[src/h264sps_pkg.sv]
// Shared types and constants for the H.264 SPS frame size parser.
// Used by the byte queue, the bit parser and the size stage; no dependencies.
package h264sps_pkg;

	typedef enum logic [4:0] {
		F_IDLE       = 5'd0,
		F_CONSTR     = 5'd1,
		F_LEVEL      = 5'd2,
		F_SPS_ID     = 5'd3,
		F_CHROMA     = 5'd4,
		F_RESID      = 5'd5,
		F_DEPTH_L    = 5'd6,
		F_DEPTH_C    = 5'd7,
		F_BYPASS     = 5'd8,
		F_SCALE_FLAG = 5'd9,
		F_SCALE_LIST = 5'd10,
		F_FRAME_NUM  = 5'd11,
		F_POC_TYPE   = 5'd12,
		F_POC_LSB    = 5'd13,
		F_DELTA_ZERO = 5'd14,
		F_OFF_NONREF = 5'd15,
		F_OFF_TB     = 5'd16,
		F_NUM_CYCLE  = 5'd17,
		F_OFF_REF    = 5'd18,
		F_NUM_REF    = 5'd19,
		F_GAPS       = 5'd20,
		F_WIDTH      = 5'd21,
		F_HEIGHT     = 5'd22,
		F_FMO        = 5'd23,
		F_MBAFF      = 5'd24,
		F_DIRECT     = 5'd25,
		F_CROP_FLAG  = 5'd26,
		F_CROP0      = 5'd27,
		F_CROP1      = 5'd28,
		F_CROP2      = 5'd29,
		F_CROP3      = 5'd30,
		F_DONE       = 5'd31
	} field_t;

	typedef enum logic [2:0] {
		ST_OK       = 3'd0,
		ST_SCALING  = 3'd1,
		ST_TRUNC    = 3'd2,
		ST_CROP     = 3'd3,
		ST_OVERLONG = 3'd4
	} status_t;

	localparam logic [7:0] PROF_HIGH     = 8'd100;
	localparam logic [7:0] PROF_HIGH10   = 8'd110;
	localparam logic [7:0] PROF_HIGH422  = 8'd122;
	localparam logic [7:0] PROF_HIGH444  = 8'd244;
	localparam logic [7:0] PROF_CAVLC444 = 8'd44;
	localparam logic [7:0] PROF_SCALAB   = 8'd83;
	localparam logic [7:0] PROF_MVIEW    = 8'd86;

	localparam logic [31:0] SCALE_LISTS_STD = 32'd8;
	localparam logic [31:0] SCALE_LISTS_444 = 32'd12;
	localparam logic [5:0]  MAX_PREFIX      = 6'd32;

	typedef struct packed {
		logic [7:0] data;
		logic       first;
		logic       last;
	} byte_item_t;

	typedef struct packed {
		field_t      field;
		logic [5:0]  lz;
		logic [31:0] accum;
		logic [5:0]  left;
		logic [7:0]  profile;
		logic [1:0]  chroma;
		logic [31:0] rep;
		logic [15:0] wib;
		logic [15:0] hiu;
		logic        fo;
		logic [15:0] crop0;
		logic [15:0] crop1;
		logic [15:0] crop2;
		logic [15:0] crop3;
		logic        sent;
	} parse_st_t;

	// Finish request handed from the parser to the size stage
	typedef struct packed {
		logic        fin;
		status_t     status;
		logic [15:0] wib;
		logic [15:0] hiu;
		logic        fo;
		logic [1:0]  chroma;
		logic [15:0] crop0;
		logic [15:0] crop1;
		logic [15:0] crop2;
		logic [15:0] crop3;
	} size_req_t;

	function automatic logic high_profile(logic [7:0] p);
		return p == PROF_HIGH || p == PROF_HIGH10 || p == PROF_HIGH422 ||
			p == PROF_HIGH444 || p == PROF_CAVLC444 || p == PROF_SCALAB ||
			p == PROF_MVIEW;
	endfunction

	function automatic logic [15:0] sat16(logic [31:0] v);
		return (v > 32'h0000_FFFF) ? 16'hFFFF : v[15:0];
	endfunction

endpackage

[src/h264sps_queue.sv]
// Front of the SPS parser: a two-entry byte queue that takes input requests.
// Depends on h264sps_pkg for the byte item type.
module h264sps_queue (
	input  logic                    clk,
	input  logic                    arst_n,
	input  logic                    in_valid,
	output logic                    in_stall,
	input  h264sps_pkg::byte_item_t in_item,
	output logic                    q_valid,
	output h264sps_pkg::byte_item_t q_item,
	input  logic                    q_pop
);
	import h264sps_pkg::*;

	byte_item_t mem_q [2];
	logic       wr_ptr_q;
	logic       rd_ptr_q;
	logic [1:0] count_q;
	logic       push;

	assign in_stall = (count_q == 2'd2);
	assign push     = in_valid && !in_stall;
	assign q_valid  = (count_q != 2'd0);
	assign q_item   = mem_q[rd_ptr_q];

	always_ff @(posedge clk or negedge arst_n) begin
		if (!arst_n) begin
			wr_ptr_q <= 1'b0;
			rd_ptr_q <= 1'b0;
			count_q  <= 2'd0;
		end else begin
			if (push)
				wr_ptr_q <= !wr_ptr_q;
			if (q_pop)
				rd_ptr_q <= !rd_ptr_q;
			unique case ({push, q_pop})
				2'b10:   count_q <= count_q + 2'd1;
				2'b01:   count_q <= count_q - 2'd1;
				default: count_q <= count_q;
			endcase
		end
	end

	always_ff @(posedge clk) begin
		if (push)
			mem_q[wr_ptr_q] <= in_item;
	end

endmodule

[src/h264sps_parse.sv]
// Back of the SPS parser: walks the eight bits of one byte per cycle through the syntax
// fields, unless a finish request waits, and registers a finish request. Depends on h264sps_pkg.
module h264sps_parse (
	input  logic                    clk,
	input  logic                    arst_n,
	input  logic                    q_valid,
	input  h264sps_pkg::byte_item_t q_item,
	output logic                    q_pop,
	output logic                    req_valid,
	output h264sps_pkg::size_req_t  req,
	input  logic                    req_take
);
	import h264sps_pkg::*;

	typedef struct packed {
		parse_st_t st;
		logic      done;
		logic      fin;
		status_t   status;
	} step_t;

	// idle field, everything cleared, sent flag (last member) set
	localparam parse_st_t ST_RESET = parse_st_t'({{($bits(parse_st_t) - 1){1'b0}}, 1'b1});

	function automatic step_t bit_step(parse_st_t s, logic b);
		step_t       r;
		logic        ready;
		logic [31:0] v;
		r        = '0;
		r.st     = s;
		r.status = ST_OK;
		ready    = 1'b0;
		v        = '0;
		unique case (s.field)
			F_RESID:      r.st.field = F_DEPTH_L;
			F_BYPASS:     r.st.field = F_SCALE_FLAG;
			F_SCALE_FLAG: begin
				if (b) begin
					r.st.rep   = (s.chroma == 2'd3) ? SCALE_LISTS_444 : SCALE_LISTS_STD;
					r.st.field = F_SCALE_LIST;
				end else begin
					r.st.field = F_FRAME_NUM;
				end
			end
			F_SCALE_LIST: begin
				if (b) begin
					r.done   = 1'b1;
					r.status = ST_SCALING;
				end else begin
					r.st.rep = s.rep - 32'd1;
					if (s.rep == 32'd1)
						r.st.field = F_FRAME_NUM;
				end
			end
			F_DELTA_ZERO: r.st.field = F_OFF_NONREF;
			F_GAPS:       r.st.field = F_WIDTH;
			F_FMO: begin
				r.st.fo    = b;
				r.st.field = b ? F_DIRECT : F_MBAFF;
			end
			F_MBAFF:      r.st.field = F_DIRECT;
			F_DIRECT:     r.st.field = F_CROP_FLAG;
			F_CROP_FLAG: begin
				if (b) begin
					r.st.field = F_CROP0;
				end else begin
					r.done = 1'b1;
					r.fin  = 1'b1;
				end
			end
			default: begin
				// Exp-Golomb: count the zero prefix, then collect the suffix
				if (s.left == 6'd0) begin
					if (!b) begin
						r.st.lz = s.lz + 6'd1;
						if (r.st.lz >= MAX_PREFIX) begin
							r.st.lz  = 6'd0;
							r.done   = 1'b1;
							r.status = ST_OVERLONG;
						end
					end else if (s.lz == 6'd0) begin
						ready = 1'b1;
					end else begin
						r.st.left  = s.lz;
						r.st.accum = '0;
					end
				end else begin
					r.st.accum = {s.accum[30:0], b};
					r.st.left  = s.left - 6'd1;
					if (r.st.left == 6'd0) begin
						v          = ((32'd1 << s.lz[4:0]) - 32'd1) + r.st.accum;
						ready      = 1'b1;
						r.st.lz    = 6'd0;
						r.st.accum = '0;
					end
				end
				if (ready) begin
					unique case (s.field)
						F_SPS_ID: begin
							if (high_profile(s.profile)) begin
								r.st.field = F_CHROMA;
							end else begin
								r.st.chroma = 2'd1;
								r.st.field  = F_FRAME_NUM;
							end
						end
						F_CHROMA: begin
							r.st.chroma = (v > 32'd3) ? 2'd2 : v[1:0];
							r.st.field  = (v == 32'd3) ? F_RESID : F_DEPTH_L;
						end
						F_DEPTH_L:   r.st.field = F_DEPTH_C;
						F_DEPTH_C:   r.st.field = F_BYPASS;
						F_FRAME_NUM: r.st.field = F_POC_TYPE;
						F_POC_TYPE: begin
							if (v == 32'd0)
								r.st.field = F_POC_LSB;
							else if (v == 32'd1)
								r.st.field = F_DELTA_ZERO;
							else
								r.st.field = F_NUM_REF;
						end
						F_POC_LSB:    r.st.field = F_NUM_REF;
						F_OFF_NONREF: r.st.field = F_OFF_TB;
						F_OFF_TB:     r.st.field = F_NUM_CYCLE;
						F_NUM_CYCLE: begin
							r.st.rep   = v;
							r.st.field = (v == 32'd0) ? F_NUM_REF : F_OFF_REF;
						end
						F_OFF_REF: begin
							r.st.rep = s.rep - 32'd1;
							if (s.rep == 32'd1)
								r.st.field = F_NUM_REF;
						end
						F_NUM_REF: r.st.field = F_GAPS;
						F_WIDTH: begin
							r.st.wib   = sat16(v);
							r.st.field = F_HEIGHT;
						end
						F_HEIGHT: begin
							r.st.hiu   = sat16(v);
							r.st.field = F_FMO;
						end
						F_CROP0: begin
							r.st.crop0 = sat16(v);
							r.st.field = F_CROP1;
						end
						F_CROP1: begin
							r.st.crop1 = sat16(v);
							r.st.field = F_CROP2;
						end
						F_CROP2: begin
							r.st.crop2 = sat16(v);
							r.st.field = F_CROP3;
						end
						F_CROP3: begin
							r.st.crop3 = sat16(v);
							r.done     = 1'b1;
							r.fin      = 1'b1;
						end
						default: r.st.field = s.field;
					endcase
				end
			end
		endcase
		return r;
	endfunction

	parse_st_t st_q;
	parse_st_t nx;
	step_t     so;
	logic      skip;
	logic      res_done;
	logic      res_fin;
	status_t   res_status;
	logic      req_valid_s1;
	size_req_t req_s1;

	assign q_pop     = q_valid && (!req_valid_s1 || req_take);
	assign req_valid = req_valid_s1;
	assign req       = req_s1;

	always_comb begin
		nx         = st_q;
		so         = '0;
		skip       = 1'b0;
		res_done   = 1'b0;
		res_fin    = 1'b0;
		res_status = ST_OK;
		if (q_item.first) begin
			nx         = '0;
			nx.profile = q_item.data;
			nx.field   = F_CONSTR;
		end else if (st_q.sent || st_q.field == F_IDLE) begin
			skip = 1'b1;
		end else if (st_q.field == F_CONSTR) begin
			nx.field = F_LEVEL;
		end else if (st_q.field == F_LEVEL) begin
			nx.field = F_SPS_ID;
		end else begin
			for (int i = 7; i >= 0; i--) begin
				if (!res_done) begin
					so         = bit_step(nx, q_item.data[3'(i)]);
					nx         = so.st;
					res_done   = so.done;
					res_fin    = so.fin;
					res_status = so.status;
				end
			end
		end
		if (!skip && !res_done && q_item.last) begin
			res_done   = 1'b1;
			res_status = ST_TRUNC;
		end
		if (res_done) begin
			nx.sent  = 1'b1;
			nx.field = F_DONE;
		end
	end

	always_ff @(posedge clk or negedge arst_n) begin
		if (!arst_n) begin
			st_q         <= ST_RESET;
			req_valid_s1 <= 1'b0;
		end else begin
			if (q_pop) begin
				st_q <= nx;
				if (res_done)
					req_valid_s1 <= 1'b1;
				else if (req_take)
					req_valid_s1 <= 1'b0;
			end else if (req_take) begin
				req_valid_s1 <= 1'b0;
			end
		end
	end

	always_ff @(posedge clk) begin
		if (q_pop && res_done) begin
			req_s1.fin    <= res_fin;
			req_s1.status <= res_status;
			req_s1.wib    <= nx.wib;
			req_s1.hiu    <= nx.hiu;
			req_s1.fo     <= nx.fo;
			req_s1.chroma <= nx.chroma;
			req_s1.crop0  <= nx.crop0;
			req_s1.crop1  <= nx.crop1;
			req_s1.crop2  <= nx.crop2;
			req_s1.crop3  <= nx.crop3;
		end
	end

endmodule

[src/h264sps_size.sv]
// Size stage: applies cropping to the coded frame size and holds the result
// in the output register. Depends on h264sps_pkg.
module h264sps_size #(
	parameter int DIM_BITS = 16
) (
	input  logic                   clk,
	input  logic                   arst_n,
	input  logic                   req_valid,
	input  h264sps_pkg::size_req_t req,
	output logic                   req_take,
	output logic                   out_valid,
	input  logic                   out_stall,
	output logic [15:0]            frame_width,
	output logic [15:0]            frame_height,
	output logic [2:0]             status
);
	import h264sps_pkg::*;

	localparam logic [15:0] LIM = (DIM_BITS >= 16) ? 16'hFFFF :
		16'((32'd1 << DIM_BITS) - 32'd1);

	logic [21:0] w;
	logic [21:0] hb;
	logic [21:0] h;
	logic [21:0] sx;
	logic [21:0] sy;
	logic [21:0] cw;
	logic [21:0] ch;
	logic [21:0] wo;
	logic [21:0] ho;
	logic [1:0]  ysh;
	logic        crop_bad;
	logic        out_valid_q;
	logic [15:0] width_q;
	logic [15:0] height_q;
	logic [2:0]  status_q;

	assign req_take     = req_valid && (!out_valid_q || !out_stall);
	assign out_valid    = out_valid_q;
	assign frame_width  = width_q;
	assign frame_height = height_q;
	assign status       = status_q;

	always_comb begin
		w   = (22'(req.wib) + 22'd1) << 4;
		hb  = (22'(req.hiu) + 22'd1) << 4;
		h   = req.fo ? hb : (hb << 1);
		sx  = 22'(req.crop0) + 22'(req.crop1);
		sy  = 22'(req.crop2) + 22'(req.crop3);
		// 4:2:0 and 4:2:2 crop in pairs of luma columns
		cw  = (req.chroma == 2'd1 || req.chroma == 2'd2) ? (sx << 1) : sx;
		ysh = {1'b0, !req.fo} + {1'b0, req.chroma == 2'd1};
		ch  = sy << ysh;
		crop_bad = (cw > w) || (ch > h);
		wo  = w - cw;
		ho  = h - ch;
	end

	always_ff @(posedge clk or negedge arst_n) begin
		if (!arst_n) begin
			out_valid_q <= 1'b0;
		end else if (req_take) begin
			out_valid_q <= 1'b1;
		end else if (!out_stall) begin
			out_valid_q <= 1'b0;
		end
	end

	always_ff @(posedge clk) begin
		if (req_take) begin
			if (!req.fin) begin
				width_q  <= '0;
				height_q <= '0;
				status_q <= req.status;
			end else if (crop_bad) begin
				width_q  <= '0;
				height_q <= '0;
				status_q <= ST_CROP;
			end else begin
				width_q  <= (wo > 22'(LIM)) ? LIM : wo[15:0];
				height_q <= (ho > 22'(LIM)) ? LIM : ho[15:0];
				status_q <= ST_OK;
			end
		end
	end

endmodule

[src/h264_sps_frame_size_parser.sv]
// Top level of the H.264 SPS frame size parser.
// Instantiates h264sps_queue, h264sps_parse and h264sps_size; uses h264sps_pkg.
//
// Usage: feed SPS payload bytes on the input channel (data_byte, first_byte,
// last_byte under in_valid/in_stall), starting with the profile_idc byte
// flagged by first_byte. Emulation-prevention bytes must already be removed.
// One result per SPS leaves on the output channel (frame_width, frame_height,
// status under out_valid/out_stall) once the cropping flag and any cropping offsets are read, or
// on a scaling list, an overlong code or truncation at last_byte.
// Throughput: one byte per cycle while no result waits on a stalled receiver;
// the bit parser consumes all eight bits of a byte together. The byte that
// completes a result passes the queue, parse register and output register.
// Reset: queue emptied, parser idle until a first_byte, no result pending.
// A stalled receiver holds the result; a finish request then waits in the parse
// register, and the two-entry queue fills before in_stall rises.
module h264_sps_frame_size_parser #(
	parameter int DIM_BITS = 16
) (
	input  logic        clk,
	input  logic        arst_n,
	input  logic        in_valid,
	output logic        in_stall,
	input  logic [7:0]  data_byte,
	input  logic        first_byte,
	input  logic        last_byte,
	output logic        out_valid,
	input  logic        out_stall,
	output logic [15:0] frame_width,
	output logic [15:0] frame_height,
	output logic [2:0]  status
);
	import h264sps_pkg::*;

	byte_item_t in_item;
	byte_item_t q_item;
	logic       q_valid;
	logic       q_pop;
	logic       req_valid;
	logic       req_take;
	size_req_t  req;

	assign in_item.data  = data_byte;
	assign in_item.first = first_byte;
	assign in_item.last  = last_byte;

	h264sps_queue u_queue (
		.clk      (clk),
		.arst_n   (arst_n),
		.in_valid (in_valid),
		.in_stall (in_stall),
		.in_item  (in_item),
		.q_valid  (q_valid),
		.q_item   (q_item),
		.q_pop    (q_pop)
	);

	h264sps_parse u_parse (
		.clk       (clk),
		.arst_n    (arst_n),
		.q_valid   (q_valid),
		.q_item    (q_item),
		.q_pop     (q_pop),
		.req_valid (req_valid),
		.req       (req),
		.req_take  (req_take)
	);

	h264sps_size #(
		.DIM_BITS (DIM_BITS)
	) u_size (
		.clk          (clk),
		.arst_n       (arst_n),
		.req_valid    (req_valid),
		.req          (req),
		.req_take     (req_take),
		.out_valid    (out_valid),
		.out_stall    (out_stall),
		.frame_width  (frame_width),
		.frame_height (frame_height),
		.status       (status)
	);

endmodule
[config.mk]
export PLATFORM = sky130hd
export DESIGN_NAME = h264_sps_frame_size_parser
export DESIGN_NICKNAME = d
export VERILOG_FILES = /design/src/h264sps_pkg.sv /design/src/h264sps_queue.sv /design/src/h264sps_parse.sv /design/src/h264sps_size.sv /design/src/h264_sps_frame_size_parser.sv
export SDC_FILE = /design/constraint.sdc
export NUM_CORES = 2
export LEC_CHECK = 0
export ABC_AREA = 1
export BUFFER_PORTS_ARGS = -buffer_cell sky130_fd_sc_hd__buf_2
export CAP_MARGIN = 25
export CORE_MARGIN = 2
export CORE_UTILIZATION = 45
export DETAILED_ROUTE_END_ITERATION = 10
export GPL_TIMING_DRIVEN = 0
export PLACE_DENSITY_LB_ADDON = 0.25
export SKIP_LAST_GASP = 1
export SLEW_MARGIN = 30
export SYNTH_ARGS = -nofsm -noshare
export SYNTH_HDL_FRONTEND = slang
export SYNTH_SLANG_ARGS = --single-unit
[constraint.sdc]
create_clock -name clk -period 27.7 [get_ports clk]
set_clock_uncertainty 0.2 [all_clocks]
set_input_delay 4.155 -clock clk [delete_from_list [all_inputs] [get_ports clk]]
set_output_delay 4.155 -clock clk [all_outputs]
set_load 0.005 [all_outputs]
# [Word-level counts from Yosys, hierarchy flattened]
# Memory sizes are Yosys's and may differ from the RTL's.
# Cells that the tools add are included.
[totals] wordCells=1201 ramBits=20 in_bits=14 n_memories=1 rom_bits=0 output_inout_bits=37 ff_bits=333 latch_bits=0
[classes] div_mod_pow=0 reduce_logical=149 mul=0 shift=5 addsub=37 n_bitwise=1 eq_ne=322 mux=628 n_lt_le_gt_ge=24
[memory_table] memory="u_queue.mem_q" depth=2 word_bits=10 rd=1 rd_ports_with_merged_regs=0 write_ports=1 line="h264sps_queue.sv:15" text="byte_item_t mem_q [2];"
[op_table] op="$mux 189" count=37
[op_table] op="$mux 32" count=79
[op_table] op="$mux 64" count=16
[op_table] op="$mux 16" count=58
[op_table] op="$pmux 32 s2" count=12
[op_table] op="$mux 38" count=20
[op_table] op="$mux 44" count=16
[op_table] op="$pmux 5 s17" count=8
[op_table] op="$eq 5x5->1 const B" count=120
[op_table] op="$mux 66" count=9
[op_table] op="$eq 32x1->1 const B" count=16
[op_table] op="$pmux 5 s10" count=8
[op_table] op="$pmux 32 s3" count=4
[op_table] op="$sub 32x1->32 const B" count=12
[op_table] op="$mux 184" count=2
[op_table] op="$eq 5x4->1 const B" count=64
[op_table] op="$eq 8x7->1 const B" count=40
[op_table] op="$eq 32x2->1 const B" count=8
[op_table] op="$gt 32x16->1 const B" count=8
[op_table] op="$gt 32x2->1 const B" count=8
[op_table] op="$logic_not 32->1" count=8
[op_table] op="$mux 5" count=51
[op_table] op="$mux 1" count=180
[op_table] op="$eq 5x3->1 const B" count=32
[op_table] op="other kinds (47)" count=350

# [Logic depth before layout (Yosys ltp)]
[logic_depth] depth_word=171 depth_mapped=181 depth_no_buf=178

# [By module]
# Synthesis repeated with hierarchy kept, for this count alone.
[hier_totals] cells_unflattened=11084 area_unflattened_um2=63664.8
[modules_own_cells] module="h264sps_parse" seq_area_each_um2=7823.8 cells_each=9955 n_inst=1 area_each_um2=56082.5
[modules_own_cells] module="h264sps_size" seq_area_each_um2=1076.0 cells_each=1050 n_inst=1 area_each_um2=6626.4
[modules_own_cells] module="h264sps_queue" seq_area_each_um2=700.7 cells_each=79 n_inst=1 area_each_um2=955.9

# [Least setup slack after synthesis]
# OpenSTA, ideal clock, no wires.
[synth_timing] kind="register to register" start="register u_parse.st_q[184] in the netlist's numbering" end="register u_parse.req_s1 (netlist bit u_parse.req[0]) (enable)" t_arrival_ps=20666 stages_incl_launch_ff=158 required_time_ps=27044 path_buffers=9 setup_time_ps=456 period_less_slack_ps=21322 path_slack_ps=6378 path_cell_list="dfrtp_1 > buf_4 > nand2_1 > inv_1 > nand2_1 > a21oi_2 > nor2_4 > nand3_4 > inv_8 > nand2_4 > a21oi_4 > ha_1 > nand3b_1 > nand2_1 > nor2_1 > nand3_1 > nor2_1 > nand2_2 > [... 122 more ...] > nand2_2 > nor2_4 > nand3_1 > nand2_1 > nand2_1 > nand2_1 > a21boi_0 > nor2_1 > nand2_2 > nor2_2 > nand2_1 > nand2_1 > nor2_1 > nand3_1 > nand2_1 > o21ai_0 > nand2_1 > inv_1"
[synth_between] elab_chain_cells=113 elab_cells_between_ends=686 cone_classes="add/sub (22); order compare (8); eq/ne (229); shift (3); mux (365); reduce/logical (59)"
[synth_rtl] element="from (decl)" line="h264sps_parse.sv:168" text="parse_st_t st_q;"
[synth_rtl] element="from (signal assigned)" line="h264sps_parse.sv:226" text="st_q <= nx;"
[synth_rtl] element="branches (longest 111 deep; another with $mux 189)"
[synth_rtl] element="$mux 1 *" line="h264sps_parse.sv:210" text="if (!skip && !res_done && q_item.last) begin"
[synth_rtl] element="$logic_and 1x1->1 *" line="h264sps_parse.sv:238" text="if (q_pop && res_done) begin"
[synth_rtl] element="to (decl)" line="h264sps_parse.sv:176" text="size_req_t req_s1;"
# Every way passes the cells marked *. The select of a mux whose other input is x is not followed.
# A chain may end at the register's enable or synchronous reset.

# [Final worst setup path]
[layout_timing] start="register u_parse.st_q[132] in the netlist's numbering" end="register u_parse.req_s1 (netlist bit u_parse.req[97]) (enable)"
[layout_between] elab_chain_cells=116 elab_cells_between_ends=700 cone_classes="add/sub (20); order compare (7); eq/ne (245); shift (3); mux (335); reduce/logical (90)"
[layout_rtl] element="$eq 8x7->1" line="h264sps_pkg.sv:99" text="return p == PROF_HIGH || p == PROF_HIGH10 || p == PROF_HIGH422 ||"
[layout_rtl] element="$logic_or 1x1->1 (3 in series)" line="h264sps_pkg.sv:99"
[layout_rtl] element="$logic_or 1x1->1 (3 in series)" line="h264sps_pkg.sv:100" text="p == PROF_HIGH444 || p == PROF_CAVLC444 || p == PROF_SCALAB ||"
[layout_rtl] element="$mux 4" line="h264sps_parse.sv:100" text="if (high_profile(s.profile)) begin"
[layout_rtl] element="$pmux 5 s17" line="h264sps_parse.sv:98" text="unique case (s.field)"
[layout_rtl] element="$mux 5" line="h264sps_parse.sv:97" text="if (ready) begin"
[layout_rtl] element="$pmux 5 s10" line="h264sps_parse.sv:34" text="unique case (s.field)"
[layout_rtl] element="$mux 189 *" line="h264sps_parse.sv:197" text="end else if (st_q.field == F_LEVEL) begin"
[layout_rtl] element="[... 95 more ...]"
[layout_rtl] element="$mux 1 *" line="h264sps_parse.sv:197"
[layout_rtl] element="$mux 1 *" line="h264sps_parse.sv:195" text="end else if (st_q.field == F_CONSTR) begin"
[layout_rtl] element="$mux 1 *" line="h264sps_parse.sv:193" text="end else if (st_q.sent || st_q.field == F_IDLE) begin"
[layout_rtl] element="$mux 1 *" line="h264sps_parse.sv:189" text="if (q_item.first) begin"
[layout_rtl] element="$logic_not 1->1" line="h264sps_parse.sv:210"
[layout_rtl] element="$logic_and 1x1->1 (2 in series)" line="h264sps_parse.sv:210"
[layout_rtl] element="$mux 1 *" line="h264sps_parse.sv:210"
[layout_rtl] element="$logic_and 1x1->1 *" line="h264sps_parse.sv:238"
# Mark *: on every way between the ends. The rest lies on a longest branch, timed or not. The select of a mux whose other input is x is not followed.

==> run summary <==
The run finished with clean final reports. The portion of synthesized cell area occupied by the leading cell type came out at 16.57%. In the post-synthesis netlist, the biggest area contributors are sky130_fd_sc_hd__nand2_1 (17%), sky130_fd_sc_hd__inv_1 (8.9%), sky130_fd_sc_hd__dfrtp_1 (7.8%). The count of endpoints failing hold in the final timing report was 0. The most frequently used flop master after synthesis was sky130_fd_sc_hd__dfrtp_1.

The worst setup path is of the reg2reg kind. The tightest hold path in the finished design has a slack of 0.2874 ns. The worst pin sits at a relative slew slack of 18.27%. In this design, the stage delay of the slowest critical-path cell is 0.47 ns. Each instance of the synthesized netlist takes up on average 5.836 um^2. CTS saw 352 sinks.

Global routing used 45.69% of the available tracks. For the worst setup path, the data required time is 27.85 ns. The cell with the largest stage delay on the worst path is sky130_fd_sc_hd__inv_1. The initial antenna violation count is 11, and the part of the cycle the worst path needs is 95.02%. The first global-routing pass estimated 476,200 um of wire. For this configuration, the core starts out at a cell density of 45.24%. The number of endpoints failing setup at the final stage came out at 0.

The met2 usage in global routing came out at 65.78%. For this run, global-route usage on met3 was measured as 13.50%. The cell repeated most along the worst path was sky130_fd_sc_hd__nand2_1.

For the worst-skew pair, the clock arrives at the later sink with an insertion delay of 0.67 ns. The tools report the critical register-to-register path startpoint as u_parse.st_q[132]. The largest total area in the synthesized netlist belongs to sky130_fd_sc_hd__nand2_1. Clock-pin slew was measured on the worst setup and hold paths at 0.06 ns. In the final design database the tool counted 11,143 nets. Most numerous cell in the Yosys netlist: sky130_fd_sc_hd__nand2_1. TritonCTS buffer count: 41. The startpoint type of the worst setup path is a flop. Sequential cells were found to cover 15.47% of the synthesized design area. The Yosys step of the flow raised 0 warnings. The HPWL after detailed placement came out at 276,700 um. Measured along the x axis, the die boundary spans 375.3 um. Hold repair after CTS inserted 0 buffers. After detailed routing, the average wire length per cell comes to 26.64 um. The total area inside the core boundary comes to 0.1372 mm^2. The worst hold path belongs to the class reg2reg. In this run the core area contains 136 standard-cell rows. The detailed router finished its first iteration with 11,313 violations. For this run, the top clock speed supported by timing is 37.99 MHz. Root buffer cell: sky130_fd_sc_hd__clkbuf_16. In the global route stage, met1 resource usage came out at 57.67%. In this run the remaining antenna-violating nets after routing total 0. After synthesis the netlist holds a flip-flop and latch count of 352. Global routing finished with a remaining overflow of 0.

The fraction of synthesis flops using an asynchronous set or reset pin works out to 55.11%. Dividing the detail-routed via count by the number of cells gives 6.182. Max-cap violations in this run came to 0. The area enclosed by the die boundary was 0.1409 mm^2. The fraction of layout cells with a size suffix above 1 is 8.051%. For the placer congestion estimate, the log shows 1.139. The number of max-slew violations in the final report came out at 0. From synthesis to final layout, the design area changed by 7.679%. Synthesis handed over a netlist of 10,631 instances. For the largest net degree at the start of global routing, the log shows 76. Buffers placed on the I/O ports in this run total 50. The smallest clock period supported by the final layout is computed as 26.32 ns.

The busiest metal layer after global routing was met2. The routed design has 335,500 um of wire. The tools report the timing startpoint of the critical path as u_parse.st_q[132]. For the pin with the worst max-slew slack, the measured transition is 1.221 ns. For this design the top-level I/O count stands at 51.

The number of flops mapped to enable cells by yosys works out to 158. STA classifies the critical path endpoint as a flop. The startpoint identified for the worst hold timing path is u_size.out_valid. In this run the deepest clock path goes through 3 buffers. The number of nets handed over by synthesis was 11,023.

The highest net fanout along the worst path came out at 37. Sorting the synthesized cells by how often they occur yields sky130_fd_sc_hd__nand2_1 (2,739), sky130_fd_sc_hd__inv_1 (1,466), sky130_fd_sc_hd__nor2_1 (1,114). From bottom edge to top edge, the die measures 375.3 um. The tools report the number of global-route vias before repair as 70,132.

After synthesis the cells add up to 0.06204 mm^2. For this run, design rule violations remaining after detail routing come to 0. The number of levels in the clock H-tree was 2; the data arrival at the endpoint of the critical path was 26.47 ns. Synthesis instantiated 86 different standard cells from the library. The routed layout has 77,830 vias. TritonCTS built the clock tree. The run gives 9 as the first-pass iteration count of the detailed router.
## logic make-up after synthesis
family / count (synthesis) / share of synthesized area [%]
DFF: 352 / 15.47
AOI/OAI and AO/OA: 2212 / 21.29
muxes: 15 / 0.2420
buffers and inverters: 1983 / 12.98
and+or+nand+nor: 5339 / 37.35
xor gates and xnor gates: 352 / 4.969
adders and majority gates: 378 / 7.696
## layer usage
layer	vias to the layer above	routed length [um]
met5	-	34
met4	4	30740
met3	1111	43860
met2	5081	132300
met1	36177	128600
li1	35457	-
## final cells by class
cell class                      count  area [um^2]
Antenna cell                       15        37.54
Tap cell                         1794         2245
Clock buffer                       50         1100
Buffer                            399         2110
Sequential cell                   352         9600
Fill cell                       14660        70340
Inverter                         1583         5978
Multi-Input combinational cell   8296        44820
Timing Repair Buffer               78        614.3
Clock inverter                     23        301.5
## registers in the layout, indices dropped and copies added, names as in the netlist
register and flops:
u_queue.count_q 2, u_queue.mem_q 20, u_size.status 3, u_parse.req_valid 1, u_size.out_valid 1, u_queue.wr_ptr_q 1
u_parse.st_q 188, u_size.frame_width 16, u_queue.rd_ptr_q 1, u_size.frame_height 16, u_parse.req 103
## through the flow
step | setup TNS [ns] | utilization, % | cell area [um^2] | cells | setup slack [ns]
6_report | 0 | 48.71 | 66810 | 12590 | 1.380
5_1_grt | -2.364 | 48.68 | 66770 | 12575 | -0.05206
3_5_place_dp | -32.35 | 47.36 | 64960 | 12487 | -0.4406
3_3_place_gp | -303.49 | 47.06 | 64540 | 12475 | -2.975
4_1_cts | 0 | 48.40 | 66380 | 12560 | 0.004245
2_1_floorplan | 0 | - | 62040 | 10631 | 6.378
## cells in the final DEF, fill, tap and decap left out, types with 80 or more instances in the layout
cell type and n:
sky130_fd_sc_hd__edfxtp_1 158, sky130_fd_sc_hd__a21oi_1 516, sky130_fd_sc_hd__nor3_1 80, sky130_fd_sc_hd__nand2_2 121, sky130_fd_sc_hd__a22oi_1 90, sky130_fd_sc_hd__inv_2 89
sky130_fd_sc_hd__buf_2 109, sky130_fd_sc_hd__xor2_1 296, sky130_fd_sc_hd__inv_1 1464, sky130_fd_sc_hd__o21ai_1 203, sky130_fd_sc_hd__nor2_2 109, sky130_fd_sc_hd__nand2_1 2723
sky130_fd_sc_hd__o22ai_1 163, sky130_fd_sc_hd__clkbuf_1 208, sky130_fd_sc_hd__nand4_1 144, sky130_fd_sc_hd__nor2_1 1087, sky130_fd_sc_hd__nand3_1 890, sky130_fd_sc_hd__o211ai_1 227
sky130_fd_sc_hd__o21ai_0 632, sky130_fd_sc_hd__dfrtp_1 193, sky130_fd_sc_hd__ha_1 372
## final timing paths
kind | slack [ns] | depth (start not counted) | endpoint
min | 0.29 | 2 | u_size.out_valid
min in group asynchronous | 3.27 | 1 | u_parse.st_q[186]
max | 1.38 | 166 | u_parse.req[97]
max reg2reg | 1.38 | 166 | u_parse.req[97]
min reg2reg | 0.29 | 2 | u_size.out_valid
max in group asynchronous | 22.81 | 3 | u_parse.st_q[134]
## worst max-delay path, delay by kind of cell (launching register included)
| family | cells | cell delay [ns] |
|---|---|---|
| flip-flops | 1 | 0.36 |
| XOR/XNOR | 2 | 0.37 |
| AO/OA/AOI/OAI | 38 | 6.09 |
| buffers and inverters | 25 | 3.59 |
| adder cells (fa/ha/maj) | 8 | 2.12 |
| AND/OR/NAND/NOR | 93 | 13.09 |
## repair_timing
item,in CTS,in global routing
setup endpoints to repair,103,387
setup buffers,0,11
gates cloned,0,1
resized for setup,6,77
pin swaps,0,7
Power is not shown: default switching activity piles up to over one toggle a cycle in this logic, so the estimate is an artifact.
